===== src/rtl/cst_pkg.sv =====
// shared types and byte constants for the csv stream tokenizer
`default_nettype none

package cst_pkg;

  // special byte values
  localparam logic [7:0] QuoteChar  = 8'h22;
  localparam logic [7:0] LfChar     = 8'h0A;
  localparam logic [7:0] CrChar     = 8'h0D;
  localparam logic [7:0] CommaChar  = 8'h2C;

  // one input word after the input register
  typedef struct packed {
    logic [7:0] text_byte;
    logic       final_byte;
  } item_t;

  // one result word
  typedef struct packed {
    logic       byte_valid;
    logic [7:0] byte_value;
    logic       field_end;
    logic       row_end;
    logic       document_end;
  } result_t;

  // text parsing state carried from byte to byte
  typedef struct packed {
    logic quoting;
    logic quote_pending;
    logic row_has_fields;
    logic field_has_bytes;
  } parse_state_t;

endpackage

`default_nettype wire


===== src/rtl/cst_parse_core.sv =====
// per-byte tokenizer decision logic and the text state it keeps
`default_nettype none

module cst_parse_core (
  input  logic            clk_i,
  input  logic            rst_ni,
  input  logic            step_i,
  input  cst_pkg::item_t  item_i,
  input  logic [7:0]      separator_i,
  output cst_pkg::result_t result_o
);
  import cst_pkg::*;

  parse_state_t state_q, state_d;

  // decide what this byte does and where the state goes
  always_comb begin
    logic outside;
    logic emit;
    logic [7:0] c;
    c           = item_i.text_byte;
    outside     = 1'b0;
    emit        = 1'b0;
    state_d     = state_q;
    result_o    = '0;

    if (state_q.quote_pending) begin
      state_d.quote_pending = 1'b0;
      if (c == QuoteChar) begin
        emit = 1'b1;
      end else begin
        state_d.quoting = 1'b0;
        outside         = 1'b1;
      end
    end else if (state_q.quoting) begin
      if (c == QuoteChar) begin
        state_d.quote_pending = 1'b1;
      end else begin
        emit = 1'b1;
      end
    end else begin
      outside = 1'b1;
    end

    // bytes handled outside quotes; quote wins over a matching separator
    if (outside) begin
      if (c == QuoteChar) begin
        state_d.quoting = 1'b1;
      end else if (c == separator_i) begin
        result_o.field_end      = 1'b1;
        state_d.row_has_fields  = 1'b1;
        state_d.field_has_bytes = 1'b0;
      end else if (c == LfChar) begin
        if (state_q.row_has_fields || state_q.field_has_bytes) begin
          result_o.field_end      = 1'b1;
          result_o.row_end        = 1'b1;
          state_d.row_has_fields  = 1'b0;
          state_d.field_has_bytes = 1'b0;
        end
      end else if (c == CrChar) begin
        // bare carriage return is dropped
      end else begin
        emit = 1'b1;
      end
    end

    if (emit) begin
      result_o.byte_valid     = 1'b1;
      result_o.byte_value     = c;
      state_d.field_has_bytes = 1'b1;
    end

    // end of text: flush an open row and start over
    if (item_i.final_byte) begin
      if (state_d.row_has_fields || state_d.field_has_bytes) begin
        result_o.field_end = 1'b1;
        result_o.row_end   = 1'b1;
      end
      state_d = '0;
    end
    result_o.document_end = item_i.final_byte;
  end

  // state advances only when a word moves to the result register
  always_ff @(posedge clk_i or negedge rst_ni) begin
    if (!rst_ni) begin
      state_q <= '0;
    end else if (step_i) begin
      state_q <= state_d;
    end
  end

endmodule

`default_nettype wire


===== src/rtl/cst_out_reg.sv =====
// result register between the tokenizer logic and the output stream
`default_nettype none

module cst_out_reg (
  input  logic             clk_i,
  input  logic             rst_ni,
  input  logic             valid_i,
  input  cst_pkg::result_t result_i,
  output logic             ready_o,
  output logic             valid_o,
  output cst_pkg::result_t result_o,
  input  logic             ready_i
);
  import cst_pkg::*;

  logic    valid_q;
  result_t result_q;

  // loads whenever empty or the current word is taken this cycle
  assign ready_o = !valid_q || ready_i;

  always_ff @(posedge clk_i or negedge rst_ni) begin
    if (!rst_ni) begin
      valid_q <= 1'b0;
    end else if (ready_o) begin
      valid_q <= valid_i;
    end
  end

  always_ff @(posedge clk_i) begin
    if (ready_o && valid_i) begin
      result_q <= result_i;
    end
  end

  assign valid_o  = valid_q;
  assign result_o = result_q;

endmodule

`default_nettype wire


===== src/rtl/csv_stream_tokenizer.sv =====
// top level of the csv stream tokenizer
`default_nettype none

// CSV tokenizer: one text byte in per word, one result word out per byte.
// Each byte passes an input register, the quoting/separator decision logic
// and a result register, so a word is taken every cycle while the output is
// not stalled, and each result leaves from the result register.
// The output carries the data byte in tdata and byte-valid and field/row marks in tuser;
// tlast flags the result of the final text byte, after which the parsing
// state starts fresh. The separator register resets to comma and should be
// written only while no words are in flight.
module csv_stream_tokenizer (
  input  logic       clk_i,
  input  logic       rst_ni,
  // separator register
  input  logic       cfg_we_i,
  input  logic [7:0] cfg_wdata_i,
  // text input stream
  input  logic       s_axis_tvalid,
  output logic       s_axis_tready,
  input  logic [7:0] s_axis_tdata,   // [7:0] text_byte
  input  logic       s_axis_tlast,   // final_byte
  // result stream
  output logic       m_axis_tvalid,
  input  logic       m_axis_tready,
  output logic [7:0] m_axis_tdata,   // [7:0] byte_value
  output logic [2:0] m_axis_tuser,   // [0] byte_valid, [1] field_end, [2] row_end
  output logic       m_axis_tlast    // document_end
);
  import cst_pkg::*;

  logic [7:0] separator_q;
  logic       in_valid_q;
  item_t      in_item_q;
  logic       out_ready;
  logic       step;
  result_t    core_result;
  result_t    out_result;

  // separator register
  always_ff @(posedge clk_i or negedge rst_ni) begin
    if (!rst_ni) begin
      separator_q <= CommaChar;
    end else if (cfg_we_i) begin
      separator_q <= cfg_wdata_i;
    end
  end

  // input register
  assign s_axis_tready = !in_valid_q || out_ready;
  assign step          = in_valid_q && out_ready;

  always_ff @(posedge clk_i or negedge rst_ni) begin
    if (!rst_ni) begin
      in_valid_q <= 1'b0;
    end else if (s_axis_tready) begin
      in_valid_q <= s_axis_tvalid;
    end
  end

  always_ff @(posedge clk_i) begin
    if (s_axis_tready && s_axis_tvalid) begin
      in_item_q.text_byte  <= s_axis_tdata;
      in_item_q.final_byte <= s_axis_tlast;
    end
  end

  cst_parse_core u_core (
    .clk_i       (clk_i),
    .rst_ni      (rst_ni),
    .step_i      (step),
    .item_i      (in_item_q),
    .separator_i (separator_q),
    .result_o    (core_result)
  );

  cst_out_reg u_out (
    .clk_i    (clk_i),
    .rst_ni   (rst_ni),
    .valid_i  (in_valid_q),
    .result_i (core_result),
    .ready_o  (out_ready),
    .valid_o  (m_axis_tvalid),
    .result_o (out_result),
    .ready_i  (m_axis_tready)
  );

  // pack result word onto the stream
  assign m_axis_tdata = out_result.byte_value;
  assign m_axis_tuser = {out_result.row_end, out_result.field_end, out_result.byte_valid};
  assign m_axis_tlast = out_result.document_end;

endmodule

`default_nettype wire

===== config.mk =====
export PLATFORM = sky130hd
export DESIGN_NAME = csv_stream_tokenizer
export DESIGN_NICKNAME = d
export VERILOG_FILES = /design/src/rtl/cst_pkg.sv /design/src/rtl/cst_parse_core.sv /design/src/rtl/cst_out_reg.sv /design/src/rtl/csv_stream_tokenizer.sv
export SDC_FILE = /design/constraint.sdc
export NUM_CORES = 1
export LEC_CHECK = 0
export BUFFER_PORTS_ARGS = -buffer_cell sky130_fd_sc_hd__buf_2
export CELL_PAD_IN_SITES_DETAIL_PLACEMENT = 0
export CELL_PAD_IN_SITES_GLOBAL_PLACEMENT = 2
export CORE_UTILIZATION = 32
export DETAILED_ROUTE_END_ITERATION = 12
export PLACE_DENSITY_LB_ADDON = 0.25
export SETUP_SLACK_MARGIN = 0.2
export SYNTH_ARGS = -nofsm -noshare
export SYNTH_HDL_FRONTEND = slang
export SYNTH_SLANG_ARGS = --single-unit

===== constraint.sdc =====
create_clock -name clk_i -period 2.03 [get_ports clk_i]
set_input_delay 0.3045 -clock clk_i [delete_from_list [all_inputs] [get_ports clk_i]]
set_output_delay 0.3045 -clock clk_i [all_outputs]
set_load 0.05 [all_outputs]

==> run summary <==
Mapped Cells: 106
CP arrival: 1980 ps
Total number of vias: 998
RR Startpoint: in_item_q[8]
Clock root cell: clkbuf_8
Peak Freq: 514 MHz
# DRC: 0
Final Setup Violations: 0
Die height: 71.6 um
Initial antenna violation count: 0
CTS tree: done
Synth unique cells: 35
Pin count of the biggest net entering global routing: 15
TNS Setup: 0 ps
Synth Cell Area: 0.00155 mm2
Status: complete, no violations
Top_reg_cell synth: edfxtp_1
Number of detailed-route iterations in the first pass: 4
Synth warnings: 0
Vias per inst: 4.80
Synth async-reset ratio: 40.0%
Clock buffer depth: 2
IO Port Bufs: 35
DIE AREA: 0.00513 mm2
Period Utilization, post-route: 95.9%
Crit-path max FO: 4
Hold depth: 1
Share of layout cells above drive strength 1: 46.8%
First-pass GRT wire length: 4730 um
Min Clock Period, post-route: 1950 ps
Final Wtd Congestion: 0.794
Syn_area_per_cell: 14.6 um2
Clk sinks: 35
Top cells by area, synth: edfxtp_1, dfrtp_1, mux2_2
Syn Nets: 128
Reg2Reg Setup Slack: 80 ps
Clock skew: 3.85 ps
Post-layout net count: 177
Worst Setup SP: in_item_q[8]
Hold Crit Start: s_axis_tdata[2]
Synth Register Bits: 35
Detailed-route wire length: 2820 um
Overflow after GRT: 0
Chip width: 71.6 um
Share of the synthesized area in the top cell type: 40.7%
Final-report hold violation count: 0
Critical Path RT: 2060 ps
Actual slew at the worst max-slew pin: 480 ps
Largest area contributor in the synthesized netlist: edfxtp_1
Setup crit start kind: flop
CP Class: reg2reg
Layout area overhead: 26.2%
Antenna cell count: 0
I/O Pins: 36
P per Cell Area: 833 mW/mm2
Pins Over Slew Limit: 0
Critical Path Sink Type: flop
Post-detail-place hpwl: 2200 um
RSZ-0062 raised after global routing: yes
VDD IR-drop max: 0.370 mV
Core Util, Final: 43.4%
H-tree depth: 2
Worst min-delay path endpoint: in_item_q[3]
WL per Instance: 13.5 um
Clk Latency, worst-skew pair: 280 ps
Num rows: 24
Register area share after synthesis: 63.5%
Max-cap violations: 0
Relative slew margins: 68.0%
Tot GR Track Use: 12.5%
Core ar.: 0.00450 mm2
Initial DRC Count: 79
Leakage: 0.805 nW
Reg2reg end: u_out.result_o[1]
Clk slew on worst S/H paths: 70 ps
ANT nets after route: 0
R2R depth: 5
Post-synth EDFFs: 21
Worst Hold Class: in2reg
Number of global-route vias before repair: 1020
Num CTS Buffers: 5
Initial Util: 34.4%
-- timing repair --
action,CTS,global route
gates resized for setup,2,1
setup buffers,1,1
endpoints found under the setup margin,12,13
endpoints found under the hold margin,11,0
hold buffers,1,0
pin swaps,5,1
-- cells by family after synthesis --
family / synth area share [%]
and+or+nand+nor: 18.6
AOI/OAI and AO/OA: 6.30
muxes: 5.81
DFF: 63.5
buffers and inverters: 1.21
xor gates and xnor gates: 4.52
-- sequential cells by signal, summed over array words and instances (netlist names) --
| name | count |
|---|---|
| u_out.result_o | 12 |
| in_valid_q | 1 |
| u_core.state_q | 4 |
| u_out.valid_o | 1 |
| separator_q | 8 |
| in_item_q | 9 |
-- worst max path at each step --
| stage | end | slack [ps] | depth (start not counted) |
|---|---|---|---|
| global route | u_out.result_o[1] | 40 | 5 |
| global placement | u_out.result_o[1] | 100 | 5 |
| detailed placement | u_out.result_o[1] | 70 | 5 |
| finish | u_out.result_o[1] | 80 | 5 |
| floorplan | u_out.result_o[1] | 90 | 5 |
| CTS | u_out.result_o[1] | 80 | 5 |
-- report_power, final --
part	switching [mW]	internal, mW	total (mW)
Combinational	0.173	0.109	0.282
Sequential	0.0439	0.833	0.877
Clock	0.229	0.240	0.469
-- worst max-delay path: stages (launching register included) --
cell	delay [ps]
edfxtp_1	440
or3_4	450
or3_4	360
nand4b_4	110
nand3_2	70
a211o_1	250
-- layout make-up --
type / count / area [um2]
fillers: 422 / 2550
clock inverters: 1 / 5.00
flip-flops and latches: 35 / 986
well taps: 52 / 65.1
inverters: 1 / 3.75
repair buffers: 44 / 245
clock buffers: 7 / 76.3
multi-input cells: 68 / 574
-- through the flow --
stage / std cells / hold slack [ps] / cell area (um2) / worst slack, ps / power, mW
6_report: 208 / 195 / 1960 / 83.2 / 1.63
5_1_grt: 208 / 175 / 1960 / 36.4 / 1.71
4_1_cts: 207 / 184 / 1940 / 79.2 / 1.65
3_5_place_dp: 197 / 234 / 1830 / 66.5 / 1.17
3_3_place_gp: 197 / 218 / 1830 / 103 / 1.16
2_1_floorplan: 106 / 8.91 / 1560 / 93.7 / 1.08
-- cell usage after synthesis (2+ instances only) --
cell and instances:
and3_1 8, dfrtp_1 11, dfstp_2 3, edfxtp_1 21, mux2_2 8, nand2_1 6
nand2b_1 6, nand3b_1 2, nor2_1 4, nor4_1 2, nor4_4 2, o21ai_0 2
or3_4 2, xor2_1 8
-- placed cells by master, fill, tap and decap left out, drive strengths merged, types with 2 or more instances in the layout --
cell type	count
buf	43
edfxtp	21
dfrtp	11
xor2	8
and3	8
mux2	8
clkbuf	7
nand2b	6
nand2	6
nor2	4
nor4	4
dfstp	3
o21ai	3
or3	2
nand3b	2
and2	2
-- layer usage --
| metal | up-vias | share of wire (%) | GRT usage [%] |
|---|---|---|---|
| li1 | 495 | - | - |
| met1 | 464 | 46 | 15.5 |
| met2 | 37 | 46 | 19.6 |
| met3 | 2 | 6.7 | 5.20 |
| met4 | 0 | 0.67 | 4.58 |
| met5 | - | 0 | 0 |
Note: power is estimated with default switching activity, not from simulation.
